===== config.mk =====
export PLATFORM = sky130hd
export DESIGN_NAME = udp_receive_port_dispatch_top
export DESIGN_NICKNAME = d
export VERILOG_FILES = /design/src/hw/rtl/urpd_pkg.sv /design/src/hw/rtl/udp_receive_port_dispatch_top.sv /design/src/hw/rtl/urpd_front.sv /design/src/hw/rtl/urpd_queue.sv /design/src/hw/rtl/urpd_back.sv
export SDC_FILE = /design/constraint.sdc
export NUM_CORES = 2
export LEC_CHECK = 0
export ABC_AREA = 1
export BUFFER_PORTS_ARGS = -buffer_cell sky130_fd_sc_hd__buf_2
export CAP_MARGIN = 15
export CORE_ASPECT_RATIO = 0.5
export CORE_MARGIN = 5
export CORE_UTILIZATION = 56
export DETAILED_ROUTE_END_ITERATION = 8
export GPL_ROUTABILITY_DRIVEN = 0
export HOLD_SLACK_MARGIN = 0.1
export PLACE_DENSITY_LB_ADDON = 0.05
export SYNTH_ARGS = -nofsm -noshare
export SYNTH_HDL_FRONTEND = slang
export SYNTH_SLANG_ARGS = --single-unit

===== constraint.sdc =====
create_clock -name i_clk -period 7.05 [get_ports i_clk]
set_clock_uncertainty 0.05 [all_clocks]
set_input_delay 0.3525 -clock i_clk [delete_from_list [all_inputs] [get_ports i_clk]]
set_output_delay 0.3525 -clock i_clk [all_outputs]
set_load 0.1 [all_outputs]

===== src/hw/rtl/urpd_pkg.sv =====
`default_nettype none
// ============================================================================
// urpd_pkg
// Shared types, codes and helpers of the UDP receive port dispatch block.
// ============================================================================
package urpd_pkg;

    localparam int TABLE_SLOTS_DEF = 8;
    localparam int QUEUE_DEPTH     = 4;
    localparam int QPTR_W          = 2;
    localparam int SLOT_W          = 3;
    localparam int PADDR_W         = 3;

    localparam logic REG_LOCAL_IP    = 1'b0;
    localparam logic REG_UNREACH_GAP = 1'b1;

    localparam logic [15:0] GAP_RESET       = 16'd33;
    localparam logic [15:0] UDP_HDR_BYTES   = 16'd8;
    localparam logic [15:0] COUNT_MAX       = 16'hFFFF;
    localparam logic [15:0] SUM_ALL_ONES    = 16'hFFFF;
    localparam logic [15:0] UDP_PROTO_NUM   = 16'd17;
    localparam logic [4:0]  ICMP_EMBED_BASE = 5'd20;
    localparam logic [4:0]  ICMP_EMBED_MAX  = 5'd8;
    localparam logic [2:0]  CSUM_LAST_STEP  = 3'd5;

    typedef enum logic [1:0] {
        KIND_BIND   = 2'd0,
        KIND_UNBIND = 2'd1,
        KIND_BYTE   = 2'd2,
        KIND_NONE   = 2'd3
    } t_kind;

    typedef enum logic [3:0] {
        ST_BOUND        = 4'd0,
        ST_DUP          = 4'd1,
        ST_FULL         = 4'd2,
        ST_UNBOUND      = 4'd3,
        ST_NOT_FOUND    = 4'd4,
        ST_DELIVERED    = 4'd5,
        ST_MALFORMED    = 4'd6,
        ST_BAD_SOURCE   = 4'd7,
        ST_BAD_CSUM     = 4'd8,
        ST_UNREACHABLE  = 4'd9,
        ST_RATE_LIMITED = 4'd10
    } t_status;

    typedef enum logic [2:0] {
        OP_BIND,
        OP_UNBIND,
        OP_DELIVER,
        OP_MALFORMED,
        OP_BADSRC
    } t_op;

    typedef struct packed {
        logic [1:0]  kind;
        logic [15:0] port;
        logic [7:0]  data_byte;
        logic        last_byte;
        logic [31:0] src_ip;
        logic [31:0] time_now;
    } t_item;

    typedef struct packed {
        logic [3:0]  status;
        logic [2:0]  slot;
        logic [15:0] from_port;
        logic [15:0] to_port;
        logic [15:0] payload_len;
        logic [4:0]  reply_len;
    } t_result;

    typedef struct packed {
        t_op         op;
        logic [15:0] port;
        logic [15:0] from_port;
        logic [15:0] length;
        logic        csum_zero;
        logic [16:0] sum;
        logic [31:0] src_ip;
        logic [31:0] time_now;
    } t_cmd;

    typedef struct packed {
        logic empty;
        logic full;
    } t_qstat;

    function automatic logic [16:0] oc_add(input logic [15:0] a, input logic [15:0] b);
        logic [16:0] s;
        s = {1'b0, a} + {1'b0, b};
        return {1'b0, s[15:0]} + {16'h0000, s[16]};
    endfunction

    function automatic t_result make_result(
        input t_status     status,
        input logic [2:0]  slot,
        input logic [15:0] from_port,
        input logic [15:0] to_port,
        input logic [15:0] payload_len,
        input logic [4:0]  reply_len
    );
        t_result r;
        r.status      = status;
        r.slot        = slot;
        r.from_port   = from_port;
        r.to_port     = to_port;
        r.payload_len = payload_len;
        r.reply_len   = reply_len;
        return r;
    endfunction

endpackage
`default_nettype wire


===== src/hw/rtl/udp_receive_port_dispatch_top.sv =====
`default_nettype none
// ============================================================================
// udp_receive_port_dispatch_top
// UDP receive port table, checksum verification and destination dispatch.
//
//  channel  | signals                             | transfer when
//  ---------+-------------------------------------+------------------------------
//  item in  | start, busy, i_item                 | start high, busy low
//  result   | o_strobe, o_result                  | o_strobe high (one cycle)
//  config   | psel, penable, pwrite, paddr, pwdata | psel, penable, pwrite, pready
//
//  Datagram bytes are taken whenever busy is low; busy rises only when the
//  four-entry command queue is full. The back part dequeues a command only
//  while idle; a datagram with a nonzero checksum then runs the checksum
//  states, and a scan covers up to TABLE_SLOTS slots (one slot a cycle).
//  Reset is synchronous: table empty, queue empty, registers at reset values.
//  Results are shown for one cycle and cannot be held off.
// ============================================================================
module udp_receive_port_dispatch_top
    import urpd_pkg::*;
#(
    parameter int TABLE_SLOTS = TABLE_SLOTS_DEF
) (
    input  wire logic               i_clk,
    input  wire logic               i_rst_n,
    input  wire logic               start,
    output logic                    busy,
    input  wire t_item              i_item,
    output logic                    o_strobe,
    output t_result                 o_result,
    input  wire logic               psel,
    input  wire logic               penable,
    input  wire logic               pwrite,
    input  wire logic [PADDR_W-1:0] paddr,
    input  wire logic [31:0]        pwdata,
    output logic [31:0]             prdata,
    output logic                    pready
);

    logic [31:0] r_local_ip;
    logic [15:0] r_unreach_gap;

    logic   accept;
    logic   push;
    t_cmd   front_cmd;
    t_cmd   queue_cmd;
    logic   pop;
    t_qstat qstat;

    assign pready = 1'b1;
    assign prdata = (paddr[PADDR_W-1] == REG_UNREACH_GAP) ? {16'h0000, r_unreach_gap}
                                                          : r_local_ip;
    assign busy   = qstat.full;
    assign accept = start && !busy;

    always_ff @(posedge i_clk) begin
        if (!i_rst_n) begin
            r_local_ip    <= '0;
            r_unreach_gap <= GAP_RESET;
        end else if (psel && penable && pwrite && pready) begin
            if (paddr[PADDR_W-1] == REG_LOCAL_IP) begin
                r_local_ip <= pwdata;
            end else begin
                r_unreach_gap <= pwdata[15:0];
            end
        end
    end

    urpd_front u_front (
        .i_clk    (i_clk),
        .i_rst_n  (i_rst_n),
        .i_accept (accept),
        .i_item   (i_item),
        .o_push   (push),
        .o_cmd    (front_cmd)
    );

    urpd_queue u_queue (
        .i_clk   (i_clk),
        .i_rst_n (i_rst_n),
        .i_push  (push),
        .i_cmd   (front_cmd),
        .i_pop   (pop),
        .o_cmd   (queue_cmd),
        .o_qstat (qstat)
    );

    urpd_back #(
        .TABLE_SLOTS (TABLE_SLOTS)
    ) u_back (
        .i_clk         (i_clk),
        .i_rst_n       (i_rst_n),
        .i_local_ip    (r_local_ip),
        .i_unreach_gap (r_unreach_gap),
        .i_qstat       (qstat),
        .i_cmd         (queue_cmd),
        .o_pop         (pop),
        .o_strobe      (o_strobe),
        .o_result      (o_result)
    );

endmodule
`default_nettype wire


===== src/hw/rtl/urpd_front.sv =====
`default_nettype none
// ============================================================================
// urpd_front
// Accepts items, tracks datagram header and running sum, classifies commands.
// ============================================================================
module urpd_front
    import urpd_pkg::*;
(
    input  wire logic  i_clk,
    input  wire logic  i_rst_n,
    input  wire logic  i_accept,
    input  wire t_item i_item,
    output logic       o_push,
    output t_cmd       o_cmd
);

    logic [15:0] r_count, n_count;
    logic [15:0] r_src,   n_src;
    logic [15:0] r_dst,   n_dst;
    logic [15:0] r_len,   n_len;
    logic [15:0] r_csum,  n_csum;
    logic [7:0]  r_hold,  n_hold;
    logic [16:0] r_sum,   n_sum;

    logic in_hdr;
    logic odd;
    logic malformed;
    logic bad_src;
    logic [15:0] word;

    always_comb begin
        n_count   = r_count;
        n_src     = r_src;
        n_dst     = r_dst;
        n_len     = r_len;
        n_csum    = r_csum;
        n_hold    = r_hold;
        n_sum     = r_sum;
        o_push    = 1'b0;
        o_cmd     = '0;
        odd       = r_count[0];
        in_hdr    = (r_count < UDP_HDR_BYTES);
        word      = {r_hold, i_item.data_byte};
        malformed = 1'b0;
        bad_src   = 1'b0;
        if (i_accept) begin
            case (i_item.kind)
                KIND_BIND: begin
                    o_push    = 1'b1;
                    o_cmd.op  = OP_BIND;
                    o_cmd.port = i_item.port;
                end
                KIND_UNBIND: begin
                    o_push    = 1'b1;
                    o_cmd.op  = OP_UNBIND;
                    o_cmd.port = i_item.port;
                end
                KIND_BYTE: begin
                    if (in_hdr && !odd) begin
                        n_hold = i_item.data_byte;
                    end
                    if (in_hdr && odd) begin
                        case (r_count[2:1])
                            2'd0:    n_src  = word;
                            2'd1:    n_dst  = word;
                            2'd2:    n_len  = word;
                            default: n_csum = word;
                        endcase
                    end
                    if (in_hdr || (r_count < r_len)) begin
                        n_sum = oc_add(r_sum[15:0], odd ? {8'h00, i_item.data_byte}
                                                        : {i_item.data_byte, 8'h00});
                    end
                    if (r_count != COUNT_MAX) begin
                        n_count = r_count + 16'd1;
                    end
                    if (i_item.last_byte) begin
                        malformed = (n_count < UDP_HDR_BYTES) || (n_len > n_count) ||
                                    (n_len < UDP_HDR_BYTES);
                        bad_src   = (i_item.src_ip != 32'h0) &&
                                    ((i_item.src_ip == 32'hFFFF_FFFF) ||
                                     (i_item.src_ip[7:4] == 4'hE));
                        o_push          = 1'b1;
                        o_cmd.op        = malformed ? OP_MALFORMED :
                                          bad_src   ? OP_BADSRC    : OP_DELIVER;
                        o_cmd.port      = n_dst;
                        o_cmd.from_port = n_src;
                        o_cmd.length    = n_len;
                        o_cmd.csum_zero = (n_csum == 16'h0000);
                        o_cmd.sum       = n_sum;
                        o_cmd.src_ip    = i_item.src_ip;
                        o_cmd.time_now  = i_item.time_now;
                        n_count = '0;
                        n_src   = '0;
                        n_dst   = '0;
                        n_len   = '0;
                        n_csum  = '0;
                        n_hold  = '0;
                        n_sum   = '0;
                    end
                end
                default: ;
            endcase
        end
    end

    always_ff @(posedge i_clk) begin
        if (!i_rst_n) begin
            r_count <= '0;
            r_src   <= '0;
            r_dst   <= '0;
            r_len   <= '0;
            r_csum  <= '0;
            r_hold  <= '0;
            r_sum   <= '0;
        end else begin
            r_count <= n_count;
            r_src   <= n_src;
            r_dst   <= n_dst;
            r_len   <= n_len;
            r_csum  <= n_csum;
            r_hold  <= n_hold;
            r_sum   <= n_sum;
        end
    end

endmodule
`default_nettype wire


===== src/hw/rtl/urpd_queue.sv =====
`default_nettype none
// ============================================================================
// urpd_queue
// Short command queue between the front and back parts.
// ============================================================================
module urpd_queue
    import urpd_pkg::*;
(
    input  wire logic i_clk,
    input  wire logic i_rst_n,
    input  wire logic i_push,
    input  wire t_cmd i_cmd,
    input  wire logic i_pop,
    output t_cmd      o_cmd,
    output t_qstat    o_qstat
);

    t_cmd              r_mem [QUEUE_DEPTH];
    logic [QPTR_W-1:0] r_wr;
    logic [QPTR_W-1:0] r_rd;
    logic [QPTR_W:0]   r_count;

    logic do_push;
    logic do_pop;

    assign o_qstat.empty = (r_count == '0);
    assign o_qstat.full  = (r_count == (QPTR_W+1)'(QUEUE_DEPTH));
    assign do_push       = i_push && !o_qstat.full;
    assign do_pop        = i_pop && !o_qstat.empty;
    assign o_cmd         = r_mem[r_rd];

    always_ff @(posedge i_clk) begin
        if (do_push) begin
            r_mem[r_wr] <= i_cmd;
        end
    end

    always_ff @(posedge i_clk) begin
        if (!i_rst_n) begin
            r_wr    <= '0;
            r_rd    <= '0;
            r_count <= '0;
        end else begin
            if (do_push) begin
                r_wr <= r_wr + 1'b1;
            end
            if (do_pop) begin
                r_rd <= r_rd + 1'b1;
            end
            if (do_push && !do_pop) begin
                r_count <= r_count + 1'b1;
            end else if (do_pop && !do_push) begin
                r_count <= r_count - 1'b1;
            end
        end
    end

endmodule
`default_nettype wire


===== src/hw/rtl/urpd_back.sv =====
`default_nettype none
// ============================================================================
// urpd_back
// Executes queued commands: port table scan, checksum finish, verdicts.
// ============================================================================
module urpd_back
    import urpd_pkg::*;
#(
    parameter int TABLE_SLOTS = TABLE_SLOTS_DEF
) (
    input  wire logic        i_clk,
    input  wire logic        i_rst_n,
    input  wire logic [31:0] i_local_ip,
    input  wire logic [15:0] i_unreach_gap,
    input  wire t_qstat      i_qstat,
    input  wire t_cmd        i_cmd,
    output logic             o_pop,
    output logic             o_strobe,
    output t_result          o_result
);

    localparam int IDX_W = (TABLE_SLOTS > 1) ? $clog2(TABLE_SLOTS) : 1;

    typedef enum logic [1:0] {
        S_IDLE,
        S_CSUM,
        S_SCAN
    } t_state;

    t_state           r_state;
    t_cmd             r_cmd;
    logic [2:0]       r_step;
    logic [16:0]      r_sum;
    logic [IDX_W-1:0] r_idx;
    logic             r_free_found;
    logic [IDX_W-1:0] r_free_idx;
    logic [15:0]      r_bound [TABLE_SLOTS];
    logic             r_used  [TABLE_SLOTS];
    logic [31:0]      r_last_unreach;
    logic             r_strobe;
    t_result          r_result;

    logic [15:0]      term;
    logic [16:0]      csum_next;
    logic             hit;
    logic             idx_last;
    logic [IDX_W-1:0] fin_idx;
    logic             fin_free;
    logic [31:0]      since_last;
    logic             too_soon;
    logic [4:0]       reply_len;
    logic [15:0]      payload_len;

    function automatic logic [SLOT_W-1:0] to_slot(input logic [IDX_W-1:0] idx);
        logic [SLOT_W+IDX_W-1:0] w;
        w = {{SLOT_W{1'b0}}, idx};
        return w[SLOT_W-1:0];
    endfunction

    always_comb begin
        case (r_step)
            3'd0:    term = {r_cmd.src_ip[7:0],   r_cmd.src_ip[15:8]};
            3'd1:    term = {r_cmd.src_ip[23:16], r_cmd.src_ip[31:24]};
            3'd2:    term = {i_local_ip[7:0],     i_local_ip[15:8]};
            3'd3:    term = {i_local_ip[23:16],   i_local_ip[31:24]};
            3'd4:    term = UDP_PROTO_NUM;
            default: term = r_cmd.length;
        endcase
    end

    assign csum_next   = oc_add(r_sum[15:0], term);
    assign hit         = r_used[r_idx] && (r_bound[r_idx] == r_cmd.port);
    assign idx_last    = (r_idx == IDX_W'(TABLE_SLOTS - 1));
    assign fin_free    = r_free_found || !r_used[r_idx];
    assign fin_idx     = r_free_found ? r_free_idx : r_idx;
    assign since_last  = r_cmd.time_now - r_last_unreach;
    assign too_soon    = (r_last_unreach != 32'h0) && (since_last < {16'h0000, i_unreach_gap});
    assign reply_len   = ICMP_EMBED_BASE + ((r_cmd.length < UDP_HDR_BYTES) ? r_cmd.length[4:0]
                                                                          : ICMP_EMBED_MAX);
    assign payload_len = r_cmd.length - UDP_HDR_BYTES;
    assign o_pop       = (r_state == S_IDLE) && !i_qstat.empty;
    assign o_strobe    = r_strobe;
    assign o_result    = r_result;

    always_ff @(posedge i_clk) begin
        if (!i_rst_n) begin
            r_state        <= S_IDLE;
            r_strobe       <= 1'b0;
            r_last_unreach <= '0;
            for (int i = 0; i < TABLE_SLOTS; i++) begin
                r_used[i] <= 1'b0;
            end
        end else begin
            r_strobe <= 1'b0;
            unique case (r_state)
                S_IDLE: begin
                    if (!i_qstat.empty) begin
                        r_cmd        <= i_cmd;
                        r_sum        <= i_cmd.sum;
                        r_step       <= '0;
                        r_idx        <= '0;
                        r_free_found <= 1'b0;
                        r_free_idx   <= '0;
                        unique case (i_cmd.op)
                            OP_MALFORMED: begin
                                r_strobe <= 1'b1;
                                r_result <= make_result(ST_MALFORMED, '0, '0, i_cmd.port,
                                                        '0, '0);
                            end
                            OP_BADSRC: begin
                                r_strobe <= 1'b1;
                                r_result <= make_result(ST_BAD_SOURCE, '0, '0, i_cmd.port,
                                                        '0, '0);
                            end
                            OP_DELIVER: begin
                                r_state <= i_cmd.csum_zero ? S_SCAN : S_CSUM;
                            end
                            default: begin
                                r_state <= S_SCAN;
                            end
                        endcase
                    end
                end
                S_CSUM: begin
                    r_sum  <= csum_next;
                    r_step <= r_step + 3'd1;
                    if (r_step == CSUM_LAST_STEP) begin
                        if (csum_next[15:0] == SUM_ALL_ONES) begin
                            r_state <= S_SCAN;
                        end else begin
                            r_state  <= S_IDLE;
                            r_strobe <= 1'b1;
                            r_result <= make_result(ST_BAD_CSUM, '0, '0, r_cmd.port, '0, '0);
                        end
                    end
                end
                S_SCAN: begin
                    r_idx <= r_idx + 1'b1;
                    unique case (r_cmd.op)
                        OP_BIND: begin
                            if (hit) begin
                                r_state  <= S_IDLE;
                                r_strobe <= 1'b1;
                                r_result <= make_result(ST_DUP, '0, '0, '0, '0, '0);
                            end else if (idx_last) begin
                                r_state  <= S_IDLE;
                                r_strobe <= 1'b1;
                                if (fin_free) begin
                                    r_bound[fin_idx] <= r_cmd.port;
                                    r_used[fin_idx]  <= 1'b1;
                                    r_result <= make_result(ST_BOUND, to_slot(fin_idx), '0, '0,
                                                            '0, '0);
                                end else begin
                                    r_result <= make_result(ST_FULL, '0, '0, '0, '0, '0);
                                end
                            end else if (!r_used[r_idx] && !r_free_found) begin
                                r_free_found <= 1'b1;
                                r_free_idx   <= r_idx;
                            end
                        end
                        OP_UNBIND: begin
                            if (hit) begin
                                r_used[r_idx] <= 1'b0;
                                r_state       <= S_IDLE;
                                r_strobe      <= 1'b1;
                                r_result <= make_result(ST_UNBOUND, to_slot(r_idx), '0, '0,
                                                        '0, '0);
                            end else if (idx_last) begin
                                r_state  <= S_IDLE;
                                r_strobe <= 1'b1;
                                r_result <= make_result(ST_NOT_FOUND, '0, '0, '0, '0, '0);
                            end
                        end
                        default: begin
                            if (hit) begin
                                r_state  <= S_IDLE;
                                r_strobe <= 1'b1;
                                r_result <= make_result(ST_DELIVERED, to_slot(r_idx),
                                                        r_cmd.from_port, r_cmd.port,
                                                        payload_len, '0);
                            end else if (idx_last) begin
                                r_state  <= S_IDLE;
                                r_strobe <= 1'b1;
                                if (too_soon) begin
                                    r_result <= make_result(ST_RATE_LIMITED, '0, '0, r_cmd.port,
                                                            '0, reply_len);
                                end else begin
                                    r_last_unreach <= r_cmd.time_now;
                                    r_result <= make_result(ST_UNREACHABLE, '0, '0, r_cmd.port,
                                                            '0, reply_len);
                                end
                            end
                        end
                    endcase
                end
                default: begin
                    r_state <= S_IDLE;
                end
            endcase
        end
    end

endmodule
`default_nettype wire


## After elaboration in Yosys (flattened, before gate mapping)

Memory sizes are Yosys's and may differ from the RTL's. A register that Yosys moved wholly into a read port is not among the register bits.
Cells that the tools add are included.
W data, S select, Z words.

| storage, ports and cells | value |
|---|---|
| input port bits | 132 |
| memory bits (writable) | 668 |
| bits in registers | 396 |
| logic and storage cells | 260 |
| output and inout bits | 95 |
| memories | 3 |

Memory list:

| name | depth | width | read ports | clocked after memory_dff | wr ports | line | RTL |
|---|---|---|---|---|---|---|---|
| u_queue.r_mem | 4 | 133 | 1 | 1 | 1 | urpd_queue.sv:18 | `t_cmd r_mem [QUEUE_DEPTH];` |
| u_back.r_bound | 8 | 16 | 1 | 1 | 1 | urpd_back.sv:37 | `logic [15:0] r_bound [TABLE_SLOTS];` |
| u_back.r_used | 8 | 1 | 1 | 1 | 8 | urpd_back.sv:38 | `logic r_used [TABLE_SLOTS];` |

| cells by class | value |
|---|---|
| equal/unequal tests | 32 |
| order comparisons | 7 |
| bitwise logic cells | 5 |
| add/subtract/negate cells | 14 |
| muxes and demuxes | 110 |
| reductions and logical operators | 57 |

Operators with widths:

| kind | number |
|---|---|
| $mux W60 | 9 |
| $mux W16 | 22 |
| $mux W133 | 2 |
| $pmux W60 S2 | 2 |
| $pmux W60 S3 | 1 |
| $mux W58 | 2 |
| $mux W114 | 1 |
| $pmux W16 S5 | 1 |
| $lt A16 B4 Y1 const B | 4 |
| $reduce_bool A32 Y1 | 2 |
| $pmux W19 S3 | 1 |
| $mux W3 | 14 |
| $add A16 B16 Y17 | 2 |
| $mux W17 | 2 |
| $eq A32 B32 Y1 const B | 1 |
| $lt A32 B16 Y1 | 1 |
| $mux W1 | 32 |
| $mux W32 | 1 |
| $pmux W16 S2 | 1 |
| $sub A32 B32 Y32 | 1 |
| $pmux W3 S2 | 3 |
| $add A16 B1 Y17 | 1 |
| $add A16 B1 Y16 | 1 |
| $add A16 B1 Y16 const B | 1 |
| 44 further kinds | 117 |

## Logic depth before layout (Yosys ltp)

| depth | value |
|---|---|
| depth after elaboration | 12 |
| mapped depth | 37 |
| mapped depth without buffers | 35 |

## Hierarchy

Synthesis repeated with hierarchy kept, for this count alone.

| second synthesis, totals | value |
|---|---|
| cell total of the unflattened synthesis | 5664 |
| area total of the unflattened synthesis | 51838.5 um2 |

Modules (own cells, without submodules):

| module | cells an instance | area an instance (um2) | times used |
|---|---|---|---|
| urpd_back | 2412 | 20397.1 | 1 |
| urpd_queue | 1355 | 20206.9 | 1 |
| urpd_front | 1511 | 8898.5 | 1 |
| udp_receive_port_dispatch_top | 386 | 2336.0 | 1 |

## Worst setup path after synthesis

No wires, ideal clock.

| timing path | value |
|---|---|
| kind | flip-flop to flip-flop |
| start | register u_queue.r_count[0] |
| end | memory u_queue.r_mem[0][0] (netlist bit) (enable) |
| library setup time | 0.625 ns |
| arrival | 7.249 ns |
| cell stages (with the launch flop) | 7 |
| slack | -0.874 ns |
| cells stage by stage | dfxtp_1 > nor3_1 > nor2_1 > inv_1 > a21oi_1 > inv_1 > nor2_1 |

| on the way | value |
|---|---|
| cells in the longest elaborated chain, start to end | 7 |

Ends and longest elaborated chain:

| what | line | RTL |
|---|---|---|
| start: declaration | urpd_queue.sv:21 | `logic [QPTR_W:0] r_count;` |
| start signal: assignment | urpd_queue.sv:51 | `r_count <= r_count + 1'b1;` |
| start signal: assignment | urpd_queue.sv:53 | `r_count <= r_count - 1'b1;` |
| $eq A3 B3 Y1 * | urpd_queue.sv:27 | `assign o_qstat.full = (r_count == (QPTR_W+1)'(QUEUE_DEPTH));` |
| named net busy | udp_receive_port_dispatch_top.sv:27 | `output logic busy,` |
| $logic_not A1 Y1 * | udp_receive_port_dispatch_top.sv:54, urpd_queue.sv:28 |  |
| $logic_and A1 B1 Y1 | udp_receive_port_dispatch_top.sv:54 | `assign accept = start && !busy;` |
| $mux W1 | urpd_front.sv:46 | `if (i_accept) begin` |
| $logic_and A1 B1 Y1 * | urpd_queue.sv:28 | `assign do_push = i_push && !o_qstat.full;` |
| named net u_queue.do_push | urpd_queue.sv:23 | `logic do_push;` |
| $mux W1 * | urpd_queue.sv:33 | `if (do_push) begin` |
| $mux W1 (implied by the code) * | urpd_queue.sv:34 | `r_mem[r_wr] <= i_cmd;` |
| end: declaration | urpd_queue.sv:18 |  |

Mark *: on every way through the listed nets, which the timed path passes. The rest lies on a longest branch.

## Final worst setup path

| timing path | value |
|---|---|
| start | register u_back.r_step[0] |
| end | register u_back.r_result (netlist bit u_back.o_result[47]) (enable) |

| on the way | value |
|---|---|
| cells in the longest elaborated chain, start to end | 7 |
| elaborated cells on any way between the ends | 13 |
| classes of those cells | add/sub (2); eq/ne (8); mux (1); reduce/logical (2) |

Ends and longest elaborated chain:

| what | line | RTL |
|---|---|---|
| start: declaration | urpd_back.sv:32 | `logic [2:0] r_step;` |
| start signal: assignment | urpd_back.sv:126 | `r_step <= r_step + 3'd1;` |
| $eq A3 B3 Y1, or another cell as far along | urpd_back.sv:61 | `case (r_step)` |
| $pmux W16 S5 | urpd_back.sv:61 |  |
| $add A16 B16 Y17 | urpd_pkg.sv:91 | `s = {1'b0, a} + {1'b0, b};` |
| $add A16 B1 Y16 | urpd_pkg.sv:92 | `return {1'b0, s[15:0]} + {16'h0000, s[16]};` |
| $eq A16 B16 Y1 | urpd_back.sv:128 | `if (csum_next[15:0] == SUM_ALL_ONES) begin` |
| $ne A2 B2 Y1 (no line) | - |  |
| $reduce_and A7 Y1 (no line) * | - |  |
| end signal: assignment | urpd_back.sv:133 | `r_result <= make_result(ST_BAD_CSUM, '0, '0, r_cmd.port, '0, '0);` |
| end signal: assignment | urpd_back.sv:144 | `r_result <= make_result(ST_DUP, '0, '0, '0, '0, '0);` |
| end signal: assignment | urpd_back.sv:151 | `r_result <= make_result(ST_BOUND, to_slot(fin_idx), '0, '0,` |
| end: declaration | urpd_back.sv:41 | `t_result r_result;` |

Mark *: on every way between the ends. The rest lies on a longest branch, timed or not.
A chain may end at the register's enable or synchronous reset.

==> impl_metrics.json <==
{
  "p_sw_share_pct": 39.1,
  "antenna_found_initial": 4,
  "syn_nets": 5611,
  "yosys.area_share.simple_pct": 18.6,
  "wirelength_um": 142000,
  "reg2reg_depth": 34,
  "critPathSlowestCell": "fa_1",
  "ys_warn_count": 0,
  "synth-compound-area-share_pct": 10.4,
  "synthMuxAreaShare_pct": 0.639,
  "cpPeakStageDelay_ps": 460,
  "cp_common_cell": "nand2_1",
  "start_util_pct": 56.6,
  "port-buffer-count": 223,
  "startpoint_type": "flop",
  "area_delta_synth_final_pct": 13.4,
  "synth_area_per_cell_um2": 9.38,
  "rsz0062_at_grt": "false",
  "power.share.sequential_pct": 39.1,
  "vias": 39200,
  "dp_hpwl_um": 93900,
  "core_region_area_um2": 88500,
  "cts_tree": "done",
  "synth_edf_count": 857,
  "synth.distinct_cells": 55,
  "dr.first_iter.drc_count": 4128,
  "die_h_um": 221,
  "timing.final.ws_setup_ps": 646,
  "hold_violations": 0,
  "max_slew_margin_pct": 16.1,
  "rows": 77,
  "crit_path_end_kind": "flop",
  "drtAntennaViolNets": 0,
  "grt_use_total_pct": 29.1,
  "post_dp_cell_area_um2": 52300,
  "cp_max_fo": 34,
  "power_frac_comb_pct": 34.9,
  "crit_type": "flop to flop",
  "switchingPower_uw": 8170,
  "die-area_um2": 95900,
  "hp-class": "input port to flop",
  "required_ps": 7330,
  "cts.clk_slew.worst_paths_ps": 70,
  "ys.flop_type": "edfxtp_1",
  "synth_xor_area_share_pct": 0.787,
  "syn-instance-count": 5340,
  "period_share_pct": 90.8,
  "clock-sinks": 1064,
  "cts_root_buf": "clkbuf_16",
  "p_int_uw": 12700,
  "grt_overflow": 0,
  "ys_seq_elements": 1064,
  "synth_top_family_by_area": "simple AND/OR/NAND/NOR gates",
  "drive_gt1_share_pct": 9.32,
  "crit_arrival_ps": 6690,
  "synth_seq_area_share_pct": 59.6,
  "post_cts_buffers": 0,
  "synthAdderAreaFrac_pct": 3.53,
  "powerDensity_nw_per_um2": 368,
  "grt_max_degree": 177,
  "mostFrequentLayoutCell": "nand2_1",
  "wl_per_cell_um": 20.6,
  "grt_pass1_wl_um": 216000,
  "drv_cap": 0,
  "p_clk_share_pct": 26.0,
  "fmax_mhz": 156,
  "layout_min_cycle_time_ps": 6400,
  "nets": 5887,
  "tightestPinTransition_ps": 1250,
  "layout_common_cells": "1005 x nand2_1, 857 x edfxtp_1, 764 x nor2_1, 593 x inv_1, 492 x o21ai_0",
  "holdPathStages": 3,
  "timing.final.max_slew_violations": 0,
  "setup_viol": 0,
  "status": "finished, final reports clean",
  "cts_max_level": 3,
  "drc": 0,
  "cts_buffers": 93,
  "insertion_delay_ps": 720,
  "synthArstFlopShare_pct": 0,
  "die_width_um": 433,
  "ir_drop_mv": 0.243,
  "synthesis.area_um2": 50100,
  "vias_per_cell": 5.70,
  "io_pins": 227,
  "place_ws_ps": 782,
  "cts_buffer_depth": 3,
  "power.leakage_uw": 0.0226,
  "drt-pass1-iter-count": 8,
  "final_cell_area_um2": 56800,
  "grt_pass1_vias": 36800
}
## through the flow
stage | std cells | hold slack [ps] | utilization, % | total power (uW) | TNS [ps]
detailed placement | 6583 | 406 | 59.1 | 15400 | 0
CTS | 6878 | 102 | 64.1 | 20900 | 0
floorplan | 5340 | 386 | - | 13300 | -461520
finish | 6882 | 141 | 64.1 | 20900 | 0
global placement | 6583 | 399 | 59.1 | 15300 | 0
global route | 6882 | 149 | 64.1 | 22100 | 0
## logic make-up after synthesis
kind of cell	Yosys count
mux	32
compound gates	978
simple gates	2248
xor+xnor	45
buf+inv	833
fa+ha+maj	139
flops	1064
other cells	1
## power by group through the flow
stage                     clock (uW)  combinational, uW  sequential (uW)
after floorplan                    0               4660             8650
after global placement             0               6990             8280
after detailed placement           0               7120             8290
after CTS                       5510               7200             8160
after global routing            5790               8070             8210
final                           5430               7300             8170
## state kept, by name, summed over array words and instances (netlist names), 32 cells and up, named ones only
| signal | count |
|---|---|
| u_back.r_bound | 128 |
| u_back.r_cmd | 115 |
| u_back.o_result | 60 |
| r_local_ip | 32 |
| u_back.r_last_unreach | 32 |
| u_queue.r_mem | 528 |
## worst paths after layout
kind,start,endpoint,slack (ps)
setup / recovery,u_back.r_step[0],u_back.o_result[47],650
hold / removal,i_item[88],u_queue.r_mem[0][129],140
setup reg to reg,u_back.r_step[0],u_back.o_result[47],650
hold reg to reg,u_front.r_dst[0],u_front.r_dst[0],410
## cells in the mapped netlist, drive strengths merged (2+ instances only)
library cell,number,area [um^2]
edfxtp,857,25700
a22oi,2,15.0
nand4,62,388
fa,4,80.1
nand2,1007,3790
or2,55,344
o21ai,499,2500
ha,135,1690
a21oi,297,1490
a31oi,16,100
o21a,7,52.6
o211ai,3,22.5
xnor2,12,105
nand3,275,1390
a21o,4,30.0
a32oi,3,26.3
a221oi,8,70.1
xor2,33,289
o22ai,122,763
dfxtp,207,4140
o21bai,5,37.5
nor4,11,68.8
clkbuf,178,668
and2,2,15.0
nor3,36,185
a2bb2oi,5,43.8
inv,604,2270
nor2,778,2970
nand3b,17,128
clkinv,5,18.8
and3,3,18.8
a311oi,2,17.5
mux2i,32,320
buf,46,255
## per-layer routing
layer  up-vias  global-route usage (%)  share of wire, %
met5         -                       0                 0
met1     18700                    41.7                43
met3       316                    5.83               8.6
met4         0                    9.04               3.3
li1      18600                       -                 -
met2      1604                    45.3                45
## critical path: cells and delay by family (launching register included)
kind                       cells  cell delay [ps]
buffers and inverters          6             1100
DFF                            1              450
adders and majority gates      4             1300
and+or+nand+nor               20             2480
AOI/OAI and AO/OA              4              630
## repair_timing
| action | CTS | global route |
|---|---|---|
| hold buffers | 120 | 0 |
| gates resized for setup | 0 | 0 |
| endpoints found under the hold margin | 326 | 0 |
| setup endpoints to repair | 0 | 0 |
## final cells by class
class / count / area, um^2
flip-flops and latches: 1064 / 29900
inverters: 609 / 2300
repair buffers: 405 / 2830
well taps: 1185 / 1480
clock buffers: 122 / 2610
clock inverters: 53 / 627
fillers: 7183 / 31700
multi-input cells: 3443 / 17100
diodes: 1 / 2.50
(Power assumes the default switching activity.)
